===== config.mk =====
export PLATFORM = sky130hd
export DESIGN_NAME = html_entity_decoder
export DESIGN_NICKNAME = d
export VERILOG_FILES = /design/src/rtl/hed_pkg.sv /design/src/rtl/hed_ctrl.sv /design/src/rtl/hed_dp.sv /design/src/rtl/html_entity_decoder.sv
export VERILOG_INCLUDE_DIRS = /design/src /design/src/rtl
export SDC_FILE = /design/constraint.sdc
export NUM_CORES = 1
export LEC_CHECK = 0
export ABC_CLOCK_PERIOD_IN_PS = 9630
export BUFFER_PORTS_ARGS = -buffer_cell sky130_fd_sc_hd__buf_4
export CAP_MARGIN = 5
export CELL_PAD_IN_SITES_DETAIL_PLACEMENT = 1
export CELL_PAD_IN_SITES_GLOBAL_PLACEMENT = 2
export CORE_ASPECT_RATIO = 0.75
export CORE_MARGIN = 3
export CORE_UTILIZATION = 45
export DETAILED_ROUTE_END_ITERATION = 8
export GPL_TIMING_DRIVEN = 0
export PLACE_DENSITY = 0.94
export SYNTH_ARGS = -nofsm -noshare
export SYNTH_HDL_FRONTEND = slang
export SYNTH_SLANG_ARGS = --single-unit

===== constraint.sdc =====
create_clock -name clk -period 9.63 [get_ports clk]
set_clock_uncertainty 0.1 [all_clocks]
set_input_delay 0.4815 -clock clk [delete_from_list [all_inputs] [get_ports clk]]
set_output_delay 0.4815 -clock clk [all_outputs]
set_load 0.02 [all_outputs]

===== src/rtl/html_entity_decoder_macros.svh =====
// assertion macros shared by the decoder
`ifndef HTML_ENTITY_DECODER_MACROS_SVH
`define HTML_ENTITY_DECODER_MACROS_SVH

// cond must never hold outside reset
`define HED_ASSERT_NEVER(label, cond) \
	label: assert property (@(posedge clk) disable iff (!arst_n) !(cond)) \
		else $error("decoder check failed");

// a in a cycle implies b in the same cycle
`define HED_ASSERT_IMPL(label, a, b) \
	label: assert property (@(posedge clk) disable iff (!arst_n) (a) |-> (b)) \
		else $error("decoder check failed");

// a in a cycle implies b in the next cycle
`define HED_ASSERT_NEXT(label, a, b) \
	label: assert property (@(posedge clk) disable iff (!arst_n) (a) |=> (b)) \
		else $error("decoder check failed");

`endif


===== src/rtl/hed_pkg.sv =====
`default_nettype none
package hed_pkg;

	localparam int HED_WINDOW = 12;

	localparam logic [7:0] CH_AMP   = 8'h26;
	localparam logic [7:0] CH_SEMI  = 8'h3B;
	localparam logic [7:0] CH_HASH  = 8'h23;
	localparam logic [7:0] CH_X_LO  = 8'h78;
	localparam logic [7:0] CH_X_UP  = 8'h58;
	localparam logic [31:0] CP_MAX  = 32'h0010_FFFF;
	localparam int NUM_NAMES = 6;

	typedef struct packed {
		logic [7:0] in_byte;
		logic       in_is_last;
	} in_word_t;

	typedef struct packed {
		logic [7:0] out_byte;
		logic       out_is_last;
	} out_word_t;

	typedef enum logic [3:0] {
		OP_NONE,
		OP_LOAD,
		OP_OPEN,
		OP_PASS,
		OP_SEMI_OK,
		OP_FAIL_SEMI,
		OP_ADD,
		OP_ADD_FAIL,
		OP_FAIL_END,
		OP_FLUSH,
		OP_UTF
	} op_t;

	typedef struct packed {
		op_t op;
	} cmd_t;

	typedef struct packed {
		logic r_empty;
		logic open;
		logic last;
		logic go;
		logic is_amp;
		logic is_semi;
		logic resolve_ok;
		logic full_next;
		logic utf_last;
		logic hold_v;
	} status_t;

	typedef enum logic [2:0] {
		NM_AMP  = 3'd0,
		NM_QUOT = 3'd1,
		NM_APOS = 3'd2,
		NM_LT   = 3'd3,
		NM_GT   = 3'd4,
		NM_NBSP = 3'd5
	} name_t;

	function automatic logic [7:0] to_lower(input logic [7:0] c);
		return (c >= 8'h41 && c <= 8'h5A) ? c + 8'd32 : c;
	endfunction

	function automatic logic [2:0] name_len(input name_t n);
		logic [2:0] l;
		unique case (n)
			NM_AMP:  l = 3'd3;
			NM_QUOT: l = 3'd4;
			NM_APOS: l = 3'd4;
			NM_LT:   l = 3'd2;
			NM_GT:   l = 3'd2;
			NM_NBSP: l = 3'd4;
			default: l = 3'd0;
		endcase
		return l;
	endfunction

	function automatic logic [31:0] name_chars(input name_t n);
		logic [31:0] s;
		unique case (n)
			NM_AMP:  s = {8'h00, "pma"};
			NM_QUOT: s = "touq";
			NM_APOS: s = "sopa";
			NM_LT:   s = {16'h0000, "tl"};
			NM_GT:   s = {16'h0000, "tg"};
			NM_NBSP: s = "psbn";
			default: s = '0;
		endcase
		return s;
	endfunction

	function automatic logic [7:0] name_value(input name_t n);
		logic [7:0] v;
		unique case (n)
			NM_AMP:  v = 8'h26;
			NM_QUOT: v = 8'h22;
			NM_APOS: v = 8'h27;
			NM_LT:   v = 8'h3C;
			NM_GT:   v = 8'h3E;
			NM_NBSP: v = 8'h20;
			default: v = 8'h00;
		endcase
		return v;
	endfunction

	// {valid, value}
	function automatic logic [4:0] hex_digit(input logic [7:0] c);
		logic [4:0] r;
		if (c >= 8'h30 && c <= 8'h39) begin
			r = {1'b1, c[3:0]};
		end else if ((c >= 8'h61 && c <= 8'h66) || (c >= 8'h41 && c <= 8'h46)) begin
			r = {1'b1, c[3:0] + 4'd9};
		end else begin
			r = 5'd0;
		end
		return r;
	endfunction

	function automatic logic [7:0] utf8_byte(input logic [20:0] code, input logic [2:0] len,
			input logic [1:0] idx);
		logic [7:0] b;
		b = 8'h80 | {2'b00, code[5:0]};
		case (len)
			3'd1: b = code[7:0];
			3'd2: begin
				if (idx == 2'd0) b = 8'hC0 | {3'b000, code[10:6]};
			end
			3'd3: begin
				if (idx == 2'd0) b = 8'hE0 | {4'h0, code[15:12]};
				else if (idx == 2'd1) b = 8'h80 | {2'b00, code[11:6]};
			end
			default: begin
				if (idx == 2'd0) b = 8'hF0 | {5'b00000, code[20:18]};
				else if (idx == 2'd1) b = 8'h80 | {2'b00, code[17:12]};
				else if (idx == 2'd2) b = 8'h80 | {2'b00, code[11:6]};
			end
		endcase
		return b;
	endfunction

endpackage
`default_nettype wire


===== src/rtl/hed_ctrl.sv =====
`default_nettype none
module hed_ctrl import hed_pkg::*; (
	input  wire logic    clk,
	input  wire logic    arst_n,
	input  wire logic    in_valid,
	output logic         in_ready,
	input  wire status_t st,
	output cmd_t         cmd
);

	typedef enum logic [2:0] {
		ST_IDLE = 3'b001,
		ST_RUN  = 3'b010,
		ST_UTF  = 3'b100
	} state_t;

	state_t state_q, state_d;

	assign in_ready = (state_q == ST_IDLE);

	always_comb begin
		state_d = state_q;
		cmd.op  = OP_NONE;
		unique case (state_q)
			ST_IDLE: begin
				if (in_valid) begin
					cmd.op  = OP_LOAD;
					state_d = ST_RUN;
				end
			end
			ST_RUN: begin
				if (st.go) begin
					if (!st.r_empty) begin
						if (!st.open) begin
							cmd.op = st.is_amp ? OP_OPEN : OP_PASS;
						end else if (st.is_semi) begin
							if (st.resolve_ok) begin
								cmd.op  = OP_SEMI_OK;
								state_d = ST_UTF;
							end else begin
								cmd.op = OP_FAIL_SEMI;
							end
						end else begin
							cmd.op = st.full_next ? OP_ADD_FAIL : OP_ADD;
						end
					end else if (st.last && st.open) begin
						cmd.op = OP_FAIL_END;
					end else begin
						cmd.op  = OP_FLUSH;
						state_d = ST_IDLE;
					end
				end
			end
			ST_UTF: begin
				if (st.go) begin
					cmd.op = OP_UTF;
					if (st.utf_last) state_d = ST_RUN;
				end
			end
			default: state_d = ST_IDLE;
		endcase
	end

	always_ff @(posedge clk or negedge arst_n) begin
		if (!arst_n) state_q <= ST_IDLE;
		else state_q <= state_d;
	end

endmodule
`default_nettype wire


===== src/rtl/hed_dp.sv =====
`default_nettype none
module hed_dp import hed_pkg::*; #(
	parameter int WINDOW = HED_WINDOW
) (
	input  wire logic     clk,
	input  wire logic     arst_n,
	input  wire cmd_t     cmd,
	output status_t       st,
	input  wire in_word_t in_word,
	input  wire logic     out_ready,
	output logic          out_valid,
	output out_word_t     out_word
);

	localparam int CW = $clog2(WINDOW + 1);
	localparam int IW = $clog2(WINDOW);

	// held bytes sit at 0..pcnt-1, bytes waiting to be fed follow them
	logic [7:0]    buf_q [WINDOW];
	logic [7:0]    buf_sh [WINDOW];
	logic [CW-1:0] pcnt_q, rcnt_q;
	logic          open_q, last_q;

	logic [NUM_NAMES-1:0] flag_q, flag_d;
	logic          num_q, hex_q, bad_q;
	logic [31:0]   cp_q;

	logic [20:0]   code_q;
	logic [2:0]    ulen_q;
	logic [1:0]    uidx_q;

	logic [7:0]    hold_q;
	logic          hold_v_q, out_v_q;
	out_word_t     out_q;

	logic [7:0]    cur;
	logic [7:0]    emit_byte;
	logic          emit;
	logic          push;
	logic          go;
	logic          named_ok, num_ok;
	logic [7:0]    named_val;
	logic [20:0]   code_d;
	logic [2:0]    ulen_d;
	logic [CW-1:0] sh;
	logic [4:0]    hd;
	logic [7:0]    lc;
	logic [31:0]   dec_next;
	logic [31:0]   nm_chars;

	assign cur = buf_q[pcnt_q[IW-1:0]];
	assign go  = !out_v_q || out_ready;
	assign lc  = to_lower(cur);
	assign hd  = hex_digit(cur);
	assign dec_next = (cp_q << 3) + (cp_q << 1) + {28'd0, cur[3:0]};

	always_comb begin
		nm_chars = '0;
		for (int n = 0; n < NUM_NAMES; n++) begin
			nm_chars  = name_chars(name_t'(n));
			flag_d[n] = (pcnt_q == '0 || flag_q[n])
				&& (pcnt_q < CW'(name_len(name_t'(n))))
				&& (lc == nm_chars[8*pcnt_q[1:0] +: 8]);
		end
	end

	always_comb begin
		named_ok  = 1'b0;
		named_val = 8'h00;
		for (int n = NUM_NAMES - 1; n >= 0; n--) begin
			if (flag_q[n] && pcnt_q == CW'(name_len(name_t'(n)))) begin
				named_ok  = 1'b1;
				named_val = name_value(name_t'(n));
			end
		end
	end

	assign num_ok = (pcnt_q != '0) && num_q && !bad_q && (cp_q != 32'd0) && (cp_q <= CP_MAX);
	assign code_d = named_ok ? {13'd0, named_val} : cp_q[20:0];

	always_comb begin
		if (code_d < 21'h80) ulen_d = 3'd1;
		else if (code_d < 21'h800) ulen_d = 3'd2;
		else if (code_d < 21'h10000) ulen_d = 3'd3;
		else ulen_d = 3'd4;
	end

	assign sh = (cmd.op == OP_SEMI_OK) ? pcnt_q + CW'(1) : CW'(1);

	always_comb begin
		for (int i = 0; i < WINDOW; i++) begin
			if (i + int'(sh) < WINDOW) buf_sh[i] = buf_q[IW'(i + int'(sh))];
			else buf_sh[i] = buf_q[i];
		end
	end

	always_comb begin
		emit      = 1'b0;
		emit_byte = CH_AMP;
		case (cmd.op)
			OP_PASS: begin
				emit      = 1'b1;
				emit_byte = cur;
			end
			OP_FAIL_SEMI, OP_ADD_FAIL, OP_FAIL_END: emit = 1'b1;
			OP_UTF: begin
				emit      = 1'b1;
				emit_byte = utf8_byte(code_q, ulen_q, uidx_q);
			end
			default: emit = 1'b0;
		endcase
	end

	assign push = hold_v_q && (emit || cmd.op == OP_FLUSH);

	always_comb begin
		st.r_empty    = (rcnt_q == '0);
		st.open       = open_q;
		st.last       = last_q;
		st.go         = go;
		st.is_amp     = (cur == CH_AMP);
		st.is_semi    = (cur == CH_SEMI);
		st.resolve_ok = named_ok || num_ok;
		st.full_next  = (pcnt_q + CW'(1) == CW'(WINDOW));
		st.utf_last   = ({1'b0, uidx_q} + 3'd1 == ulen_q);
		st.hold_v     = hold_v_q;
	end

	// counts and flags
	always_ff @(posedge clk or negedge arst_n) begin
		if (!arst_n) begin
			pcnt_q <= '0;
			rcnt_q <= '0;
			open_q <= 1'b0;
			last_q <= 1'b0;
		end else begin
			case (cmd.op)
				OP_LOAD: begin
					rcnt_q <= CW'(1);
					last_q <= in_word.in_is_last;
				end
				OP_OPEN: begin
					rcnt_q <= rcnt_q - CW'(1);
					open_q <= 1'b1;
				end
				OP_PASS: rcnt_q <= rcnt_q - CW'(1);
				OP_SEMI_OK: begin
					rcnt_q <= rcnt_q - CW'(1);
					pcnt_q <= '0;
					open_q <= 1'b0;
				end
				OP_ADD: begin
					pcnt_q <= pcnt_q + CW'(1);
					rcnt_q <= rcnt_q - CW'(1);
				end
				OP_FAIL_SEMI, OP_ADD_FAIL: begin
					rcnt_q <= rcnt_q + pcnt_q;
					pcnt_q <= '0;
					open_q <= 1'b0;
				end
				OP_FAIL_END: begin
					rcnt_q <= pcnt_q;
					pcnt_q <= '0;
					open_q <= 1'b0;
				end
				default: ;
			endcase
		end
	end

	// byte buffer, matcher and code point
	always_ff @(posedge clk) begin
		case (cmd.op)
			OP_LOAD: buf_q[pcnt_q[IW-1:0]] <= in_word.in_byte;
			OP_OPEN, OP_PASS, OP_SEMI_OK: buf_q <= buf_sh;
			default: ;
		endcase
		if (cmd.op == OP_ADD) begin
			flag_q <= flag_d;
			if (pcnt_q == '0) begin
				num_q <= (cur == CH_HASH);
				hex_q <= 1'b0;
				bad_q <= 1'b0;
				cp_q  <= 32'd0;
			end else if (pcnt_q == CW'(1) && (cur == CH_X_LO || cur == CH_X_UP)) begin
				hex_q <= 1'b1;
			end else if (hex_q) begin
				if (hd[4]) cp_q <= {cp_q[27:0], hd[3:0]};
				else bad_q <= 1'b1;
			end else begin
				if (cur >= 8'h30 && cur <= 8'h39) cp_q <= dec_next;
				else bad_q <= 1'b1;
			end
		end
		if (cmd.op == OP_SEMI_OK) begin
			code_q <= code_d;
			ulen_q <= ulen_d;
			uidx_q <= 2'd0;
		end else if (cmd.op == OP_UTF) begin
			uidx_q <= uidx_q + 2'd1;
		end
	end

	// one held word of lookahead marks the last word of a stream
	always_ff @(posedge clk or negedge arst_n) begin
		if (!arst_n) begin
			out_v_q  <= 1'b0;
			hold_v_q <= 1'b0;
		end else begin
			out_v_q <= push || (out_v_q && !out_ready);
			if (emit) begin
				hold_v_q <= 1'b1;
			end
			if (cmd.op == OP_FLUSH) begin
				hold_v_q <= 1'b0;
			end
		end
	end

	always_ff @(posedge clk) begin
		if (emit) begin
			hold_q <= emit_byte;
			if (hold_v_q) out_q <= '{out_byte: hold_q, out_is_last: 1'b0};
		end
		if (cmd.op == OP_FLUSH && hold_v_q) begin
			out_q <= '{out_byte: hold_q, out_is_last: last_q};
		end
	end

	assign out_valid = out_v_q;
	assign out_word  = out_q;

endmodule
`default_nettype wire


===== src/rtl/html_entity_decoder.sv =====
// html entity decoder
// in channel: in_valid/in_ready carry one text byte per word plus a last-of-stream
// mark. out channel: out_valid/out_ready carry decoded bytes; out_is_last is set on
// the final byte of a stream.
// one input word is taken at a time. the sequencer loads it, then feeds each byte
// through the entity scanner (the new byte, plus any held bytes replayed after a
// failed reference), emits each utf-8 byte of a resolved reference and closes the
// word.
// reset empties the held-byte buffer and the output register; no clearing pass.
// when the receiver stalls, the output register holds its word and the sequencer
// waits; no word is dropped. in_ready stays low until the current word is done.
`default_nettype none
`include "html_entity_decoder_macros.svh"
module html_entity_decoder import hed_pkg::*; #(
	parameter int WINDOW = HED_WINDOW
) (
	input  wire logic     clk,
	input  wire logic     arst_n,
	input  wire logic     in_valid,
	output logic          in_ready,
	input  wire in_word_t in_word,
	output logic          out_valid,
	input  wire logic     out_ready,
	output out_word_t     out_word
);

	cmd_t    cmd;
	status_t st;

	hed_ctrl u_ctrl (
		.clk      (clk),
		.arst_n   (arst_n),
		.in_valid (in_valid),
		.in_ready (in_ready),
		.st       (st),
		.cmd      (cmd)
	);

	hed_dp #(
		.WINDOW (WINDOW)
	) u_dp (
		.clk       (clk),
		.arst_n    (arst_n),
		.cmd       (cmd),
		.st        (st),
		.in_word   (in_word),
		.out_ready (out_ready),
		.out_valid (out_valid),
		.out_word  (out_word)
	);

	`HED_ASSERT_IMPL(a_idle_hold_empty, in_ready, !st.hold_v && st.r_empty)
	`HED_ASSERT_IMPL(a_work_needs_slot, cmd.op != OP_NONE && cmd.op != OP_LOAD, st.go)
	`HED_ASSERT_NEXT(a_busy_after_load, in_valid && in_ready, !in_ready)

endmodule
`default_nettype wire


* Word-level counts from Yosys, hierarchy flattened
Index checks and enable logic that the tools add are counted.
Word-level totals: register bits after elaboration 195, bits in latches 0, bits in writable memories 0, ROM bits 0, output and inout port bits 11, word-level logic and storage cells 375, memories 0
Operators by class: $add $sub $neg 20, multipliers 0, divide/modulo/power cells 0, $lt $le $gt $ge 40, equality and inequality tests 59, shifts and indexed selects 6, multiplexer cells 121, bitwise logic cells 13, reduce and logical (&&, ||, !) cells 85
Operators with widths (number):
- binary-select mux 8 bit (select 4 bit) | 13
- two-way mux 8 bit | 48
- less-than comparator 32 x 5 -> 1 bit (second input constant) | 11
- case mux 96 bit (2 select lines) | 1
- indexed part select 32 x 6 -> 8 bit (first input constant) | 6
- two-way mux 32 bit | 4
- bitwise mux 96 bit | 1
- >= comparator 4 x 5 -> 1 bit (second input constant) | 12
- == test 8 bit | 6
- NOT 4 bit | 12
- adder 32 bit | 1
- adder 32 x 4 -> 32 bit | 1
- demux 8 bit (select 4 bit) | 1
- less-or-equal comparator 32 x 21 -> 1 bit (second input constant) | 1
- logical AND 1 bit | 32
- nonzero test 32 bit | 1
- two-way mux 3 bit | 10
- inequality test 2 x 1 -> 1 bit (second input constant) | 15
- AND reduction 2 bit | 15
- two-way mux 9 bit | 3
- == test 8 x 6 -> 1 bit (second input constant) | 3
- less-or-equal comparator 8 x 7 -> 1 bit (second input constant) | 3
- two-way mux 4 bit | 6
- case mux 8 bit (3 select lines) | 1
- other kinds (63) | 137

* Logic depth before layout (Yosys ltp)
Gate-level depths: netlist of the first run.
word-level depth 24, mapped depth 28, gate-level depth less buffers 20

* By module
A second synthesis of the first run with hierarchy kept.
Unflattened totals: cells, all modules 1792, area total of the unflattened synthesis 17016.3 µm²
By module, submodules not included:
- hed_dp | instances 1, cells an instance 1742, area each 16602.2 µm²
- hed_ctrl | instances 1, cells an instance 50, area each 414.1 µm²

* Worst setup path after synthesis of the first run
OpenSTA, ideal clock, no wires.
kind register -> register, start register u_dp.pcnt_q[0], end register u_dp.buf_q[23] (netlist name) (data pin), library setup time 0.263 ns, arrival time 5.499 ns, slack 3.768 ns, cell stages (with the launch flop) 25, buffers on the path 9, cells stage by stage dfrtp_1 buf_6 buf_8 buf_4 buf_1 inv_1 clkbuf_1 ha_1 buf_2 nor3b_2 o21ai_0 nand3_1 o21a_1 nand3_1 inv_2 nand2_2 inv_2 clkbuf_1 ha_1 clkbuf_1 clkbuf_1 o21ai_0 o211ai_1 nor4_1 a2111o_1
On the way: cells in the longest elaborated chain, start to end 24, elaborated cells between the ends (all ways) 56, those cells by class 2 x add/sub; 2 x order compare; 10 x eq/ne; 26 x mux; 2 x bitwise; 14 x reduce/logical
Ends and longest elaborated chain:
- start, declared | line hed_dp.sv:21 | logic [CW-1:0] pcnt_q, rcnt_q;
- start signal, assigned | line hed_dp.sv:153 | pcnt_q <= pcnt_q + CW'(1);
- == test 4 x 3 -> 1 bit | line hed_dp.sv:71 | if (flag_q[n] && pcnt_q == CW'(name_len(name_t'(n)))) begin
- logical AND 1 bit | line hed_dp.sv:71
- two-way mux 1 bit (6 in series) | line hed_dp.sv:71
- logical OR 1 bit | line hed_dp.sv:123 | st.resolve_ok = named_ok || num_ok;
- two-way mux 1 bit | line hed_ctrl.sv:37 | if (st.resolve_ok) begin
- two-way mux 4 bit | line hed_ctrl.sv:36 | end else if (st.is_semi) begin
- two-way mux 4 bit | line hed_ctrl.sv:34 | if (!st.open) begin
- two-way mux 4 bit | line hed_ctrl.sv:33 | if (!st.r_empty) begin
- [... 2 more ...]
- == test 4 x 3 -> 1 bit | line hed_dp.sv:88, hed_dp.sv:173
- two-way mux 4 bit | line hed_dp.sv:88 | assign sh = (cmd.op == OP_SEMI_OK) ? pcnt_q + CW'(1) : CW'(1);
- adder 4 x 4 -> 5 bit
- NOT 4 bit (implied by the code) | line hed_dp.sv:92 | if (i + int'(sh) < WINDOW) buf_sh[i] = buf_q[IW'(i + int'(sh))];
- binary-select mux 8 bit (select 4 bit) | line hed_dp.sv:92
- two-way mux 8 bit (implied by the code) (2 in series) | line hed_dp.sv:92
- two-way mux 8 bit | line hed_dp.sv:92
- case mux 96 bit (2 select lines) * | line hed_dp.sv:173 | case (cmd.op)
- end signal, assigned by index | line hed_dp.sv:174 | OP_LOAD: buf_q[pcnt_q[IW-1:0]] <= in_word.in_byte;
- end signal, assigned | line hed_dp.sv:175 | OP_OPEN, OP_PASS, OP_SEMI_OK: buf_q <= buf_sh;
- end, declared | line hed_dp.sv:19 | logic [7:0] buf_q [WINDOW];
Mark *: on every way between the ends. The rest lies on a longest branch, timed or not. The select of a mux whose other input is x is not followed. A chain may end at the register's enable or synchronous reset.

* Worst setup path in the final report of the first run
Ends and elaborated chain as after synthesis.

==> results of run 1 <==
==> layer usage <==
metal,up-vias,wire length (um),track usage
li1,7242,-,-
met1,8649,33380,0.5611
met2,1288,30000,0.5002
met3,114,12320,0.1540
met4,2,1281,0.08594
met5,-,46,0.008413
==> cell families after synthesis <==
| kind of cell | count (synthesis) |
|---|---|
| xor+xnor | 50 |
| simple gates | 615 |
| compound gates | 550 |
| mux | 191 |
| flops | 195 |
| fa+ha+maj | 84 |
| buf+inv | 172 |
==> area by class of cell <==
class | instances | area, sq um | share of cell area
inverter | 32 | 120.1 | 0.006437
tap | 504 | 630.6 | 0.03380
clock inverter | 13 | 162.7 | 0.008717
multi-input combinational | 1490 | 10660 | 0.5713
timing repair buffer | 29 | 234.0 | 0.01254
buffer | 140 | 636.9 | 0.03413
clock buffer | 19 | 452.9 | 0.02427
sequential | 195 | 5762 | 0.3088
==> critical path, delay by kind of cell, from the launching register on <==
kind / cells / cell delay (ns)
AO/OA/AOI/OAI: 5 / 1.99
AND/OR/NAND/NOR: 5 / 1.72
buffers and inverters: 12 / 4.25
flip-flops: 1 / 0.47
adder cells (fa/ha/maj): 2 / 0.56
==> cell usage after synthesis, types with 23 or more instances <==
library cell / n / area [sq um]
mux2_2: 23 / 259.0
o21ai_0: 91 / 455.4
nand3_1: 45 / 225.2
inv_1: 27 / 101.4
mux2i_1: 126 / 1261
and2_1: 30 / 187.7
clkbuf_1: 87 / 326.6
a22oi_1: 54 / 405.4
edfxtp_1: 178 / 5345
a21oi_1: 109 / 545.5
buf_2: 25 / 125.1
nor3_1: 24 / 120.1
nor2_1: 169 / 634.4
xnor2_1: 34 / 297.8
o221ai_1: 25 / 219.0
o22ai_1: 48 / 300.3
nand2_1: 216 / 810.8
ha_1: 81 / 1013
mux4_2: 39 / 878.3
o211ai_1: 29 / 217.7
==> report_power, final <==
part / internal, mW / switching, mW
Combinational: 0.874 / 1.67
Sequential: 1.08 / 0.140
Clock: 0.407 / 0.380
Total: 2.36 / 2.19
==> sequential cells by signal, indices dropped and copies added, names as in the netlist <==
register,flops
u_dp.buf_q,96
u_dp.cp_q,32
u_dp.code_q,21
u_dp.out_word,9
u_dp.hold_q,8
u_dp.flag_q,6
u_dp.pcnt_q,4
u_dp.rcnt_q,4
u_ctrl.state_q,3
u_dp.ulen_q,3
u_dp.uidx_q,2
u_dp.bad_q,1
u_dp.hex_q,1
u_dp.hold_v_q,1
u_dp.last_q,1
u_dp.num_q,1
u_dp.open_q,1
u_dp.out_valid,1
==> worst max-delay path by stage <==
stage                               from              to  slack [ns]  cells after the start
final                     u_dp.pcnt_q[0]  u_dp.buf_q[23]        0.27                     24
after global routing      u_dp.pcnt_q[0]  u_dp.buf_q[23]        0.15                     24
after CTS                 u_dp.pcnt_q[0]  u_dp.buf_q[23]        0.71                     24
after detailed placement  u_dp.pcnt_q[0]  u_dp.buf_q[23]        0.72                     24
after global placement    u_dp.pcnt_q[0]  u_dp.buf_q[23]        0.74                     24
after floorplan           u_dp.pcnt_q[0]  u_dp.buf_q[23]        3.77                     24
==> timing repair <==
| item | CTS | global route |
|---|---|---|
| gates resized for setup | 0 | 0 |
| hold buffers | 1 | 0 |
| endpoints found under the hold margin | 15 | 0 |
==> per-stage QoR <==
stage | util | hold slack (ns) | std cells | setup slack [ns] | area, sq um
after floorplan | - | 0.08591 | 1857 | 3.768 | 17160
after global placement | 0.4813 | 0.2548 | 2384 | 0.7384 | 17960
after detailed placement | 0.4829 | 0.2564 | 2388 | 0.7157 | 18020
after CTS | 0.4996 | 0.1045 | 2421 | 0.7090 | 18650
after global routing | 0.5000 | 0.1276 | 2422 | 0.1459 | 18660
final | 0.5000 | 0.1125 | 2422 | 0.2727 | 18660
==> run_results.csv, run 1 <==
group,metric,value,unit
placement,io_buffers,23,
critical_path,reg2regPathDepth,24,
logic_synthesis,synth_cells,1857,
detailed_routing,detail_route.wl_per_cell,31.80,um
logic_synthesis,seq_area_frac_synth,0.3357,
cts,cts_tree,"built",
min_path,hold_depth,3,
cts,htreeDepth,4,
placement,dp_hpwl,60170,um
logic_synthesis,ys_types,85,
logic_synthesis,avgSynthCellArea,9.241,sq um
detailed_routing,vias,17295,
grt,antenna_found_initial,0,
sta,min_period_over_period,0.9717,
placement,gp_congestion,1.041,
floorplanning,placementRows,61,
detailed_routing,drt-total-wl,77030,um
sta,setup_violations,0,
cts,clockRootBuffer,"clkbuf_16",
detailed_routing,drt_iter0_drc,2681,
critical_path,critPathRequiredTime,9.77,ns
final_layout,n_antenna_cell,0,
logic_synthesis,synth_edf_count,178,
sta,rsz0062_at_grt,"no",
min_path,hold_start,"in_word[0]",
logic_synthesis,synth_top_family_by_area,"compound AO/OA/AOI/OAI gates",
status,status,"finished clean",
cts,worstSkewPairLatency,0.49,ns
job,max_cap_violations,0,
grt,grt_max_degree,34,
critical_path,crit_top_cell,"clkbuf_1",
sta,finalHoldViolCount,0,
critical_path,path_max_fanout,12,
critical_path,reg2reg_setup_slack,0.27,ns
cts,cts_sinks,195,
final_layout,fillers,4289,
logic_synthesis,ys.flop_type,"edfxtp_1",
logic_synthesis,synthArstFlopShare,0.07692,
critical_path,path_cells,"buf_6, buf_8, buf_4, buf_1, inv_1, clkbuf_1, ha_1, buf_2, nor3b_2, o21ai_0, nand3_1, o21a_1, nand3_1, inv_2, nand2_2, inv_2, clkbuf_1, ha_1, clkbuf_1, clkbuf_1, o21ai_0, o211ai_1, nor4_1, a2111o_1",
cts,post_cts_buffers,0,
floorplanning,coreArea,37320,sq um
final_layout,drive_gt1_frac,0.1017,
final_layout,area_delta_synth_final,8.727,%
power_and_ir_drop,irDropWorstVdd,0.0001400,V
logic_synthesis,synthAdderAreaFrac,0.06255,
power_and_ir_drop,total_power,4.551,mW
logic_synthesis,synth.cell_area,17160,sq um
final_layout,layout_common_cells,"nand2_1 (216), edfxtp_1 (178), nor2_1 (169)",
sta,min_period,9.357,ns
critical_path,r2r_start,"u_dp.pcnt_q[0]",
logic_synthesis,muxShareOfSynthArea,0.1444,
cts,cts_buffers,17,
min_path,whs_endpoint,"u_dp.last_q",
floorplanning,dieHeight,175.1,um
critical_path,crit_path_end_kind,"flop",
critical_path,r2r-end,"u_dp.buf_q[23]",
critical_path,start_kind,"flop",
floorplanning,fp.dieW,231.5,um
grt,grt_overflow_total,0,
floorplanning,die_area,40540,sq um
final_layout,nets,2002,
floorplanning,io_pins,24,
floorplanning,start_util,0.4598,
detailed_routing,routed_via_density,7.141,
grt,grt_usage,0.3759,
sta,fmax,106.9,MHz
power_and_ir_drop,p_leak,6.725,nW
sta,relSlewSlack,0.1078,
cts,clock_path_buffers,2,
logic_synthesis,synth_nets,1954,
logic_synthesis,synth-compound-area-share,0.2193,
sta,tns,0,ns
detailed_routing,drc,0,
grt,grt_pass1_wl,113600,um
detailed_routing,first_pass_iters,7,
critical_path,cp_slowest_cell,"nor3b_2",
critical_path,cp_data_arrival_time,9.50,ns
cts,clkTransAtPathRegs,0.08,ns
sta,slew_viol_final,0,
final_layout,layout_commonest_cell,"nand2_1",
logic_synthesis,yosys.area_share.xor_xnor,0.02552,
critical_path,critPathKind,"reg -> reg",
min_path,hp-class,"in -> reg",
critical_path,cp_slowest_stage_delay,0.81,ns
grt,grt_pass1_vias,16982,
logic_synthesis,synth-seq-cells,195,
power_and_ir_drop,powerDensity,243.9,nW/um^2
logic_synthesis,yosys.area_share.simple,0.1685,
sta,worst_pin_slew,1.324,ns
logic_synthesis,yosysWarningCount,0,
detailed_routing,postRouteAntennaNets,0,
(Power assumes the default switching activity.)
==> run 2, diff against run 1 <==
--- a/config.mk
+++ b/config.mk
@@ -11,7 +11,6 @@
 export CAP_MARGIN = 5
 export CELL_PAD_IN_SITES_DETAIL_PLACEMENT = 1
 export CELL_PAD_IN_SITES_GLOBAL_PLACEMENT = 2
-export CORE_ASPECT_RATIO = 0.75
 export CORE_MARGIN = 3
 export CORE_UTILIZATION = 45
 export DETAILED_ROUTE_END_ITERATION = 8
==> run_results.csv, run 2 (synthesized netlist as in run 1, its figures left out) <==
group,metric,value,unit
status,status,"finished clean",
final_layout,post-route-util,0.5011,
cts,post_cts_buffers,0,
grt,grt_max_degree,34,
floorplanning,io_pins,24,
final_layout,nets,2001,
final_layout,n_antenna_cell,0,
cts,cts_buffers,17,
min_path,hp-class,"in -> reg",
sta,hold_ws,0.1237,ns
critical_path,cp_data_arrival_time,9.38,ns
placement,dp_hpwl,57500,um
placement,pre_cts_ws,0.6476,ns
power_and_ir_drop,netSwitchingPower,2.162,mW
grt,grt_pass1_vias,16848,
final_layout,layout_commonest_cell,"nand2_1",
sta,rsz0062_at_grt,"no",
power_and_ir_drop,power_frac_comb,0.563,
power_and_ir_drop,power_frac_clock,0.165,
grt,grt_overflow_total,0,
cts,htreeDepth,4,
placement,dpl_cell_area,18010,sq um
final_layout,largest_reg_flops,96,
final_layout,top_register,"u_dp.buf_q",
detailed_routing,detail_route.wl_per_cell,30.46,um
floorplanning,start_util,0.4621,
job,max_cap_violations,0,
cts,clkTransAtPathRegs,0.09,ns
sta,fmax,108.1,MHz
power_and_ir_drop,irDropWorstVdd,0.0001142,V
power_and_ir_drop,p_int,2.314,mW
floorplanning,fp.dieW,201.3,um
sta,min_period,9.249,ns
grt,grt_pass1_wl,109000,um
sta,min_period_over_period,0.9604,
cts,clock_path_buffers,2,
detailed_routing,drt_iter0_drc,2111,
critical_path,start_kind,"flop",
critical_path,crit_top_cell,"clkbuf_1",
detailed_routing,drt-total-wl,73750,um
sta,worst_pin_slew,1.328,ns
floorplanning,placementRows,70,
cts,cts_tree,"built",
critical_path,critPathRequiredTime,9.76,ns
sta,setup_violations,0,
placement,gp_congestion,1.050,
critical_path,path_cells,"buf_6, buf_8, buf_4, buf_1, inv_1, clkbuf_1, ha_1, buf_2, nor3b_2, o21ai_0, nand3_1, o21a_1, nand3_1, inv_2, nand2_2, inv_2, clkbuf_1, ha_1, clkbuf_1, clkbuf_1, o21ai_0, o211ai_1, nor4_1, a2111o_1",
power_and_ir_drop,seqPwrFrac,0.271,
final_layout,largestRegisters,"u_dp.buf_q (96), u_dp.cp_q (32), u_dp.code_q (21)",
floorplanning,dieHeight,201.3,um
sta,finalHoldViolCount,0,
placement,io_buffers,23,
floorplanning,die_area,40520,sq um
floorplanning,coreArea,37140,sq um
detailed_routing,drc,0,
detailed_routing,postRouteAntennaNets,0,
critical_path,path_max_fanout,12,
placement,dp_cells,2387,
min_path,hold_depth,3,
final_layout,drive_gt1_frac,0.1022,
detailed_routing,routed_via_density,7.059,
critical_path,crit_path_end_kind,"flop",
power_and_ir_drop,p_leak,6.700,nW
grt,grt_usage,0.3536,
final_layout,area_delta_synth_final,8.435,%
critical_path,reg2reg_setup_slack,0.38,ns
sta,worst_slack,0.3809,ns
sta,relSlewSlack,0.1054,
power_and_ir_drop,total_power,4.476,mW
final_layout,final_cells,2421,
critical_path,cp_slowest_stage_delay,0.77,ns
grt,antenna_found_initial,1,
final_layout,fin_area,18610,sq um
cts,cts_sinks,195,
cts,worstSkewPairLatency,0.48,ns
critical_path,cp_slowest_cell,"clkbuf_1",
detailed_routing,first_pass_iters,8,
detailed_routing,vias,17090,
sta,tns,0,ns
sta,slew_viol_final,0,
final_layout,layout_common_cells,"nand2_1 (216), edfxtp_1 (178), nor2_1 (169)",
cts,clockRootBuffer,"clkbuf_16",
critical_path,reg2regPathDepth,24,
power_and_ir_drop,powerDensity,240.5,nW/um^2
critical_path,critPathKind,"reg -> reg",
power_and_ir_drop,swShare,0.4829,
-- run 2: cell types whose count changed in the layout (fill, tap and decap cells not counted), moves of 2 or more --
| cell | delta |
|---|---|
| clkbuf_8 | -2 |
| clkinv_2 | +2 |
| clkinv_4 | -2 |
| inv_6 | +5 |
| inv_8 | -3 |
| o21ai_0 | +2 |
| o21ai_1 | -2 |
-- run 2: path summary, 6_finish.rpt --
kind / startpoint / end
worst max-delay path: u_dp.pcnt_q[0] / u_dp.buf_q[23]
worst min-delay path: in_word[0] / u_dp.last_q
worst max register to register: u_dp.pcnt_q[0] / u_dp.buf_q[23]
worst min register to register: u_dp.hold_q[3] / u_dp.out_word[4]
max in group asynchronous: arst_n / u_ctrl.state_q[0]
min in group asynchronous: arst_n / u_dp.rcnt_q[2]
-- run 2: power by group through the flow --
stage	logic (mW)	clock network (mW)	registers [mW]
3_5_place_dp	2.42	0	1.22
5_1_grt	2.69	0.769	1.22
3_3_place_gp	2.34	0	1.21
4_1_cts	2.44	0.735	1.20
2_1_floorplan	1.70	0	1.16
6_report	2.52	0.740	1.21
-- run 2: what timing repair did --
| item | in CTS | in global routing |
|---|---|---|
| hold buffers | 1 | 0 |
| hold endpoints to repair | 14 | 0 |
| resized for setup | 0 | 1 |
| setup endpoints to repair | 0 | 8 |
-- run 2: critical path: cells and delay by family, from the launching register on --
| kind | cells | cell delay [ns] |
|---|---|---|
| flops | 1 | 0.47 |
| simple gates | 5 | 1.66 |
| buf+inv | 12 | 4.20 |
| compound gates | 5 | 1.98 |
| fa+ha+maj | 2 | 0.54 |
-- run 2: metal layers --
layer / part of all wire / vias to the layer above / track usage
li1: - / 7238 / -
met1: 0.42 / 8566 / 0.5073
met2: 0.41 / 1132 / 0.5064
met3: 0.14 / 154 / 0.1173
met4: 0.030 / 0 / 0.1057
met5: 0 / - / 0.005952
-- run 2: final cells by class --
cell class | count | area, sq um
buffer | 140 | 636.9
clock buffer | 17 | 425.4
clock inverter | 15 | 142.6
fill | 4347 | 18530
inverter | 32 | 120.1
multi-input combinational | 1490 | 10670
sequential | 195 | 5762
tap | 504 | 630.6
timing repair buffer | 28 | 220.2
